`config.mk`:
```
export PLATFORM = sky130hd
export DESIGN_NAME = modular_exponentiation_unit
export DESIGN_NICKNAME = d
export VERILOG_FILES = /design/src/rtl/core/mexp_pkg.sv /design/src/rtl/core/modular_exponentiation_unit.sv /design/src/rtl/core/mexp_front.sv /design/src/rtl/core/mexp_queue.sv /design/src/rtl/core/mexp_back.sv
export SDC_FILE = /design/constraint.sdc
export NUM_CORES = 2
export LEC_CHECK = 0
export ABC_CLOCK_PERIOD_IN_PS = 10200
export BUFFER_PORTS_ARGS = -buffer_cell sky130_fd_sc_hd__buf_2
export CAP_MARGIN = 20
export CORE_UTILIZATION = 45
export DETAILED_ROUTE_END_ITERATION = 6
export GPL_ROUTABILITY_DRIVEN = 0
export MAX_ROUTING_LAYER = met4
export PLACE_DENSITY = 0.64
export SYNTH_ARGS = -nofsm -noshare
export SYNTH_HDL_FRONTEND = slang
export SYNTH_SLANG_ARGS = --single-unit
```
`constraint.sdc`:
```
create_clock -name clk -period 10.2 [get_ports clk]
set_input_delay 0.51 -clock clk [delete_from_list [all_inputs] [get_ports clk]]
set_output_delay 0.51 -clock clk [all_outputs]
set_load 0.01 [all_outputs]
```
`src/rtl/core/mexp_pkg.sv`:
```
// Shared types and constants of the modular exponentiation unit.
// Standalone; used by all modules in rtl/core.
package mexp_pkg;

  localparam int MOD_W     = 32;
  localparam int EXP_MAX_W = 64;
  localparam int EXP_BITS_DEFAULT = 64;
  localparam int QUEUE_DEPTH = 2;

  localparam logic [MOD_W-1:0] MOD_RESET = 32'd65537;

  // Request class, decided at the front
  localparam logic [1:0] CLS_ONE  = 2'd0;  // exponent zero
  localparam logic [1:0] CLS_ZERO = 2'd1;  // modulus zero, nonzero exponent
  localparam logic [1:0] CLS_RUN  = 2'd2;  // full square-and-multiply

  localparam logic KIND_POWER   = 1'b0;
  localparam logic KIND_INVERSE = 1'b1;

  typedef struct packed {
    logic [1:0]           cls;
    logic [MOD_W-1:0]     base;
    logic [MOD_W-1:0]     modulus;
    logic [EXP_MAX_W-1:0] exponent;
  } mexp_item_t;

endpackage

```
`src/rtl/core/modular_exponentiation_unit.sv`:
```
// Top level of the modular exponentiation unit.
// Depends on mexp_pkg, mexp_front, mexp_queue and mexp_back.
//
// Computes base ^ e mod modulus by left-to-right square-and-multiply. A
// request is taken at a clock edge with start high and busy low; kind 0
// uses in_exponent as e, kind 1 uses modulus - 2 (the Fermat inverse for a
// prime modulus), and e keeps its low EXP_BITS bits. A zero exponent gives
// 1; a zero modulus gives 0 for any other exponent. The modulus is written
// through the cfg_ channel (reset value 65537) and is captured with each
// request, so write it only while no request is pending. Each result shows
// on out_result for exactly one cycle with out_valid high; the receiver
// cannot stall it, so take it on that cycle. The queue holds up to two
// requests, so busy drops again while the back end works. A request that
// finds the back end idle is popped at the edge after it is taken. After
// the pop, an exponent of zero or a zero modulus is answered directly;
// otherwise the back end drops the leading zero bits of e, finds the top
// bit, then squares for each bit and multiplies for each one bit, each
// product from the multiplier reduced by the two-bit-per-cycle remainder
// unit, and registers the result on out_result.
module modular_exponentiation_unit #(
  parameter int EXP_BITS = mexp_pkg::EXP_BITS_DEFAULT
) (
  input  logic                           clk,
  input  logic                           rst_n,
  // configuration: modulus
  input  logic                           cfg_valid,
  output logic                           cfg_ready,
  input  logic [mexp_pkg::MOD_W-1:0]     cfg_data,
  // request
  input  logic                           start,
  output logic                           busy,
  input  logic                           in_kind,
  input  logic [mexp_pkg::MOD_W-1:0]     in_base,
  input  logic [mexp_pkg::EXP_MAX_W-1:0] in_exponent,
  // result
  output logic                           out_valid,
  output logic [mexp_pkg::MOD_W-1:0]     out_result
);

  mexp_pkg::mexp_item_t push_item;
  mexp_pkg::mexp_item_t head_item;
  logic push;
  logic pop;
  logic queue_empty;
  logic queue_full;

  // Hold off new requests only while the queue is full
  assign busy = queue_full;

  mexp_front #(
    .EXP_BITS (EXP_BITS)
  ) u_front (
    .clk         (clk),
    .rst_n       (rst_n),
    .cfg_valid   (cfg_valid),
    .cfg_ready   (cfg_ready),
    .cfg_data    (cfg_data),
    .start       (start),
    .in_kind     (in_kind),
    .in_base     (in_base),
    .in_exponent (in_exponent),
    .queue_full  (queue_full),
    .push        (push),
    .push_item   (push_item)
  );

  mexp_queue u_queue (
    .clk       (clk),
    .rst_n     (rst_n),
    .push      (push),
    .push_item (push_item),
    .pop       (pop),
    .head_item (head_item),
    .empty     (queue_empty),
    .full      (queue_full)
  );

  mexp_back #(
    .EXP_BITS (EXP_BITS)
  ) u_back (
    .clk         (clk),
    .rst_n       (rst_n),
    .queue_empty (queue_empty),
    .head_item   (head_item),
    .pop         (pop),
    .out_valid   (out_valid),
    .out_result  (out_result)
  );

endmodule

```
`src/rtl/core/mexp_front.sv`:
```
// Front end: modulus register, request acceptance and classification.
// Depends on mexp_pkg.
module mexp_front #(
  parameter int EXP_BITS = mexp_pkg::EXP_BITS_DEFAULT
) (
  input  logic                      clk,
  input  logic                      rst_n,
  input  logic                      cfg_valid,
  output logic                      cfg_ready,
  input  logic [mexp_pkg::MOD_W-1:0] cfg_data,
  input  logic                      start,
  input  logic                      in_kind,
  input  logic [mexp_pkg::MOD_W-1:0] in_base,
  input  logic [mexp_pkg::EXP_MAX_W-1:0] in_exponent,
  input  logic                      queue_full,
  output logic                      push,
  output mexp_pkg::mexp_item_t      push_item
);

  localparam int XW = mexp_pkg::EXP_MAX_W;

  logic [mexp_pkg::MOD_W-1:0] modulus_r, modulus_nxt;
  logic [XW-1:0]              exp_full;
  logic [EXP_BITS-1:0]        exp_masked;

  assign cfg_ready = 1'b1;

  always_comb begin
    modulus_nxt = modulus_r;
    if (cfg_valid) begin
      modulus_nxt = cfg_data;
    end
  end

  always_ff @(posedge clk) begin
    if (!rst_n) begin
      modulus_r <= mexp_pkg::MOD_RESET;
    end else begin
      modulus_r <= modulus_nxt;
    end
  end

  // Inverse exponent wraps below two, as a 64-bit subtraction
  always_comb begin
    if (in_kind == mexp_pkg::KIND_INVERSE) begin
      exp_full = XW'(modulus_r) - XW'(2);
    end else begin
      exp_full = in_exponent;
    end
    exp_masked = exp_full[EXP_BITS-1:0];
  end

  assign push = start && !queue_full;

  always_comb begin
    push_item.base     = in_base;
    push_item.modulus  = modulus_r;
    push_item.exponent = XW'(exp_masked);
    if (exp_masked == '0) begin
      push_item.cls = mexp_pkg::CLS_ONE;
    end else if (modulus_r == '0) begin
      push_item.cls = mexp_pkg::CLS_ZERO;
    end else begin
      push_item.cls = mexp_pkg::CLS_RUN;
    end
  end

endmodule

```
`src/rtl/core/mexp_queue.sv`:
```
// Short request queue between front and back end.
// Depends on mexp_pkg.
module mexp_queue (
  input  logic                 clk,
  input  logic                 rst_n,
  input  logic                 push,
  input  mexp_pkg::mexp_item_t push_item,
  input  logic                 pop,
  output mexp_pkg::mexp_item_t head_item,
  output logic                 empty,
  output logic                 full
);

  localparam int DEPTH = mexp_pkg::QUEUE_DEPTH;
  localparam int PW    = (DEPTH > 1) ? $clog2(DEPTH) : 1;
  localparam int CW    = $clog2(DEPTH + 1);

  mexp_pkg::mexp_item_t slot_r [DEPTH];
  logic [PW-1:0] wr_ptr_r, wr_ptr_nxt;
  logic [PW-1:0] rd_ptr_r, rd_ptr_nxt;
  logic [CW-1:0] count_r, count_nxt;

  assign empty     = (count_r == '0);
  assign full      = (count_r == CW'(DEPTH));
  assign head_item = slot_r[rd_ptr_r];

  always_comb begin
    wr_ptr_nxt = wr_ptr_r;
    rd_ptr_nxt = rd_ptr_r;
    count_nxt  = count_r;
    if (push) begin
      wr_ptr_nxt = (wr_ptr_r == PW'(DEPTH - 1)) ? '0 : wr_ptr_r + PW'(1);
    end
    if (pop) begin
      rd_ptr_nxt = (rd_ptr_r == PW'(DEPTH - 1)) ? '0 : rd_ptr_r + PW'(1);
    end
    if (push && !pop) begin
      count_nxt = count_r + CW'(1);
    end else if (pop && !push) begin
      count_nxt = count_r - CW'(1);
    end
  end

  always_ff @(posedge clk) begin
    if (!rst_n) begin
      wr_ptr_r <= '0;
      rd_ptr_r <= '0;
      count_r  <= '0;
    end else begin
      wr_ptr_r <= wr_ptr_nxt;
      rd_ptr_r <= rd_ptr_nxt;
      count_r  <= count_nxt;
    end
  end

  always_ff @(posedge clk) begin
    if (push) begin
      slot_r[wr_ptr_r] <= push_item;
    end
  end

endmodule

```
`src/rtl/core/mexp_back.sv`:
```
// Back end: square-and-multiply sequencer with a 32x32 multiplier and a
// two-bit-per-cycle remainder unit. Depends on mexp_pkg.
module mexp_back #(
  parameter int EXP_BITS = mexp_pkg::EXP_BITS_DEFAULT
) (
  input  logic                       clk,
  input  logic                       rst_n,
  input  logic                       queue_empty,
  input  mexp_pkg::mexp_item_t       head_item,
  output logic                       pop,
  output logic                       out_valid,
  output logic [mexp_pkg::MOD_W-1:0] out_result
);

  localparam int MW     = mexp_pkg::MOD_W;
  localparam int PW     = 2 * MW;
  localparam int RED_N  = PW / 2;
  localparam int RCW    = $clog2(RED_N);
  localparam int CNTW   = $clog2(EXP_BITS + 1);

  localparam logic [1:0] ST_IDLE = 2'd0;
  localparam logic [1:0] ST_SKIP = 2'd1;
  localparam logic [1:0] ST_MUL  = 2'd2;
  localparam logic [1:0] ST_RED  = 2'd3;

  logic [1:0]          state_r, state_nxt;
  logic [MW-1:0]       acc_r, acc_nxt;
  logic [MW-1:0]       base_r, base_nxt;
  logic [MW-1:0]       mod_r, mod_nxt;
  logic [EXP_BITS-1:0] exp_r, exp_nxt;
  logic [CNTW-1:0]     cnt_r, cnt_nxt;
  logic                mul_phase_r, mul_phase_nxt;
  logic [PW-1:0]       prod_r, prod_nxt;
  logic [MW-1:0]       rem_r, rem_nxt;
  logic [RCW-1:0]      red_cnt_r, red_cnt_nxt;
  logic                out_valid_r, out_valid_nxt;
  logic [MW-1:0]       out_result_r, out_result_nxt;

  logic [MW-1:0]       mul_b;
  logic [PW-1:0]       prod_w;
  logic [MW-1:0]       rem_mid, rem_step;

  // One restoring step: shift in a bit, subtract the modulus if it fits
  function automatic logic [MW-1:0] red_step(input logic [MW-1:0] rem,
                                             input logic in_bit,
                                             input logic [MW-1:0] m);
    logic [MW:0] t;
    logic [MW:0] d;
    t = {rem, in_bit};
    d = t - {1'b0, m};
    return (t >= {1'b0, m}) ? d[MW-1:0] : t[MW-1:0];
  endfunction

  assign mul_b    = mul_phase_r ? base_r : acc_r;
  assign prod_w   = acc_r * mul_b;
  assign rem_mid  = red_step(rem_r, prod_r[PW-1], mod_r);
  assign rem_step = red_step(rem_mid, prod_r[PW-2], mod_r);

  assign pop        = (state_r == ST_IDLE) && !queue_empty;
  assign out_valid  = out_valid_r;
  assign out_result = out_result_r;

  always_comb begin
    state_nxt      = state_r;
    acc_nxt        = acc_r;
    base_nxt       = base_r;
    mod_nxt        = mod_r;
    exp_nxt        = exp_r;
    cnt_nxt        = cnt_r;
    mul_phase_nxt  = mul_phase_r;
    prod_nxt       = prod_r;
    rem_nxt        = rem_r;
    red_cnt_nxt    = red_cnt_r;
    out_valid_nxt  = 1'b0;
    out_result_nxt = out_result_r;

    case (state_r)
      ST_IDLE: begin
        if (!queue_empty) begin
          base_nxt = head_item.base;
          mod_nxt  = head_item.modulus;
          exp_nxt  = head_item.exponent[EXP_BITS-1:0];
          cnt_nxt  = CNTW'(EXP_BITS);
          acc_nxt  = MW'(1);
          case (head_item.cls)
            mexp_pkg::CLS_ONE: begin
              out_valid_nxt  = 1'b1;
              out_result_nxt = MW'(1);
            end
            mexp_pkg::CLS_ZERO: begin
              out_valid_nxt  = 1'b1;
              out_result_nxt = '0;
            end
            default: begin
              state_nxt = ST_SKIP;
            end
          endcase
        end
      end

      // Drop leading zero bits: the accumulator stays at one across them
      ST_SKIP: begin
        if (exp_r[EXP_BITS-1]) begin
          mul_phase_nxt = 1'b0;
          state_nxt     = ST_MUL;
        end else begin
          exp_nxt = exp_r << 1;
          cnt_nxt = cnt_r - CNTW'(1);
        end
      end

      ST_MUL: begin
        prod_nxt    = prod_w;
        rem_nxt     = '0;
        red_cnt_nxt = RCW'(RED_N - 1);
        state_nxt   = ST_RED;
      end

      ST_RED: begin
        rem_nxt  = rem_step;
        prod_nxt = prod_r << 2;
        if (red_cnt_r != '0) begin
          red_cnt_nxt = red_cnt_r - RCW'(1);
        end else begin
          acc_nxt = rem_step;
          if (!mul_phase_r && exp_r[EXP_BITS-1]) begin
            mul_phase_nxt = 1'b1;
            state_nxt     = ST_MUL;
          end else begin
            exp_nxt       = exp_r << 1;
            cnt_nxt       = cnt_r - CNTW'(1);
            mul_phase_nxt = 1'b0;
            if (cnt_r == CNTW'(1)) begin
              out_valid_nxt  = 1'b1;
              out_result_nxt = rem_step;
              state_nxt      = ST_IDLE;
            end else begin
              state_nxt = ST_MUL;
            end
          end
        end
      end

      default: begin
        state_nxt = ST_IDLE;
      end
    endcase
  end

  always_ff @(posedge clk) begin
    if (!rst_n) begin
      state_r     <= ST_IDLE;
      out_valid_r <= 1'b0;
    end else begin
      state_r     <= state_nxt;
      out_valid_r <= out_valid_nxt;
    end
  end

  always_ff @(posedge clk) begin
    acc_r        <= acc_nxt;
    base_r       <= base_nxt;
    mod_r        <= mod_nxt;
    exp_r        <= exp_nxt;
    cnt_r        <= cnt_nxt;
    mul_phase_r  <= mul_phase_nxt;
    prod_r       <= prod_nxt;
    rem_r        <= rem_nxt;
    red_cnt_r    <= red_cnt_nxt;
    out_result_r <= out_result_nxt;
  end

endmodule

```
==> results_dict.tcl <==
set metrics [dict create \
    status "finished with violations" \
    violations "DRC" \
    rr_startpoint "u_back.mul_phase_r" \
    maxCapViolCount 0 \
    fin_crit_ns 9.566 \
    grt_max_degree 132 \
    post-route-drc-count 5 \
    syn_to_final_growth_pct 8.431 \
    grt_pass1_wl_um 252700 \
    rrSetupSlack_ns 0.63 \
    nNetsFinal 7179 \
    hp-class "primary input to flop" \
    timing.rr.end "u_back.prod_r[63]" \
    finalHoldViolCount 0 \
    syn-cell-area_um2 60890 \
    antenna_found_initial 9 \
    synth_nets 7155 \
    wire_per_inst_um 20.96 \
    finalSetupViolCount 0 \
    initial_core_util_pct 45.51 \
    cts_root_buf "clkbuf_16" \
    finalWorstSetupSlack_ns 0.6337 \
    maxSlewHeadroom_pct 27.97 \
    clock-sinks 601 \
    drive_above_1_share_pct 8.944 \
    slew_viol_final 0 \
    firstDrtPassIters 7 \
    cts_buffer_depth 3 \
    hpwlAfterDp_um 121400 \
    setup_tns_ns 0 \
    yosys-top-cells-area "fa_1 30%, edfxtp_1 28%, ha_1 6.9%" \
    finalCritPeriodShare_pct 93.79 \
    max_slew.worst_pin.slew_ns 1.074 \
    arrival_ns 9.98 \
    chipHeight_um 369.9 \
    io_pins 168 \
    hold-path-endpoint "u_queue.slot_r[0][104]" \
    num_rows 134 \
    initialDrtViolationCount 2730 \
    startpoint "u_back.mul_phase_r" \
    clk_latency_ns 0.70 \
    clkTransAtPathRegs_ns 0.06 \
    ys.warnings.count 0 \
    ys_seq_area_share_pct 28.98 \
    synth_commonest_cells "957 x inv_1, 898 x fa_1, 638 x nand2_1" \
    routed_wl_um 160200 \
    final_util_pct 49.35 \
    syn_inst 5788 \
    coreArea_um2 133800 \
    viasPerCell 5.424 \
    synth-main-ff-cell "edfxtp_1" \
    antenna_left 0 \
    crit_path_end_kind "flop" \
    cts_setup_buffers 0 \
    ys_seq_elements 601 \
    synth_area_leader_cell "fa_1" \
    netlist.area_leader.share_pct 29.52 \
    dieWidth_um 369.9 \
    pre_cts_slack_ns 0.8182 \
    synth.distinct_cells 85 \
    async_flop_share_pct 0 \
    min_from "in_base[8]" \
    hold_buffers 14 \
    grt_usage_pct 24.72 \
    startpoint_type "flop" \
    synth.most_common_cell "inv_1" \
    rsz0062_at_grt "false" \
    max_freq_mhz 104.5 \
    numCtsBuffers 70 \
    cts_tree "built" \
    die-area_um2 136800 \
    r2r_cells 27 \
    overflow 0 \
    syn_avg_cell_area_um2 10.52 \
    required_ns 10.61 \
    htreeDepth 3 \
    synth-edff-count 561 \
    port_buffers 166 \
    worstHoldPathCells 1 \
    ctsResizeCount 0 \
    worst-path-max-fanout 33 \
    vias 41460 \
    grt_pass1_vias 44180 \
    clock_skew_ns 0.08688 \
    path_class "flop to flop" \
]
worst max-delay path, stage by stage, from the launching register on:
cell,delay [ns]
edfxtp_1,0.32
buf_4,0.48
mux2_2,0.80
nand2_1,0.18
fa_1,0.56
inv_1,0.05
fa_1,0.53
fa_1,0.52
inv_1,0.05
fa_1,0.50
inv_1,0.06
fa_1,0.50
fa_1,0.47
fa_1,0.54
inv_1,0.06
fa_1,0.49
inv_1,0.04
ha_1,0.38
nand2_1,0.12
o21ai_0,0.38
a41oi_1,0.14
a31o_2,0.25
a31oi_1,0.64
nand4_1,0.31
a21oi_1,0.45
o41ai_1,0.14
nor3b_1,0.20
a211oi_1,0.09
cell usage in the layout, fill, tap and decap left out, types with 21 or more instances in the layout:
master,instances
mux2_2,126
clkbuf_16,70
ha_1,335
buf_4,75
a21oi_1,139
a21o_1,59
xor2_1,53
edfxtp_1,561
xnor2_1,78
nor2_1,148
mux2i_1,121
fa_1,898
nand2b_1,24
o21a_1,44
nand3_1,41
and3_1,21
nor4_1,25
buf_2,166
inv_1,955
and2_1,503
nor3_1,44
dfxtp_1,39
nor2b_1,135
o21ai_0,235
nand2_1,637
cell families (layout without fill, tap and decap cells):
family	Yosys count	in the layout	share of synthesized area, %
AOI/OAI and AO/OA	655	655	6.756
buffers and inverters	1262	1344	7.872
muxes	250	250	4.368
adders and majority gates	1234	1234	36.43
DFF	601	601	28.98
other	1	7	0.006158
xor gates and xnor gates	131	131	1.884
and+or+nand+nor	1654	1654	13.71
worst max path at each step:
stage / endpoint / slack [ns]
final: u_back.prod_r[63] / 0.63
after global routing: u_back.prod_r[63] / 0.33
after CTS: u_back.prod_r[63] / 0.74
after detailed placement: u_back.prod_r[63] / 0.82
after global placement: u_back.prod_r[57] / 0.94
after floorplan: u_back.prod_r[57] / 1.92
metrics by stage:
step           hold slack [ns]  instance area [µm²]  instances
3_5_place_dp            0.5083                63410       7493
5_1_grt                0.03803                66020       7641
6_report               0.05946                66030       7644
2_1_floorplan           0.4237                60890       5788
4_1_cts               0.007339                65980       7637
3_3_place_gp            0.5029                63410       7493
layout make-up:
class / count / area [µm²]
Inverter: 957 / 3593
Fill cell: 12180 / 67770
Multi-Input combinational cell: 3925 / 38540
Timing Repair Buffer: 257 / 1582
Sequential cell: 601 / 17650
Clock buffer: 95 / 1906
Antenna cell: 6 / 15.01
Clock inverter: 35 / 533.0
Tap cell: 1768 / 2212
registers in the layout, summed over array words and instances (netlist names), 2 cells and up, named ones only:
| register | flops |
|---|---|
| u_back.state_r | 2 |
| u_back.exp_r | 64 |
| u_queue.slot_r | 260 |
| u_queue.count_r | 2 |
| u_back.prod_r | 64 |
| u_back.cnt_r | 7 |
| u_back.out_result | 32 |
| u_back.acc_r | 32 |
| u_back.red_cnt_r | 5 |
| u_back.base_r | 32 |
| u_back.mod_r | 32 |
| u_back.rem_r | 32 |
| u_front.modulus_r | 32 |
layer usage:
metal	vias to the layer above	global-route usage [%]	wire, µm
met4	0	9.790	6908
met1	21260	31.15	66370
met3	302	3.306	9351
met5	-	-	0
met2	1323	40.34	77570
li1	18580	-	-
Power is left out: the tool's default activity adds up to more than one toggle a clock period on the data nets, which glitch-free logic cannot reach.
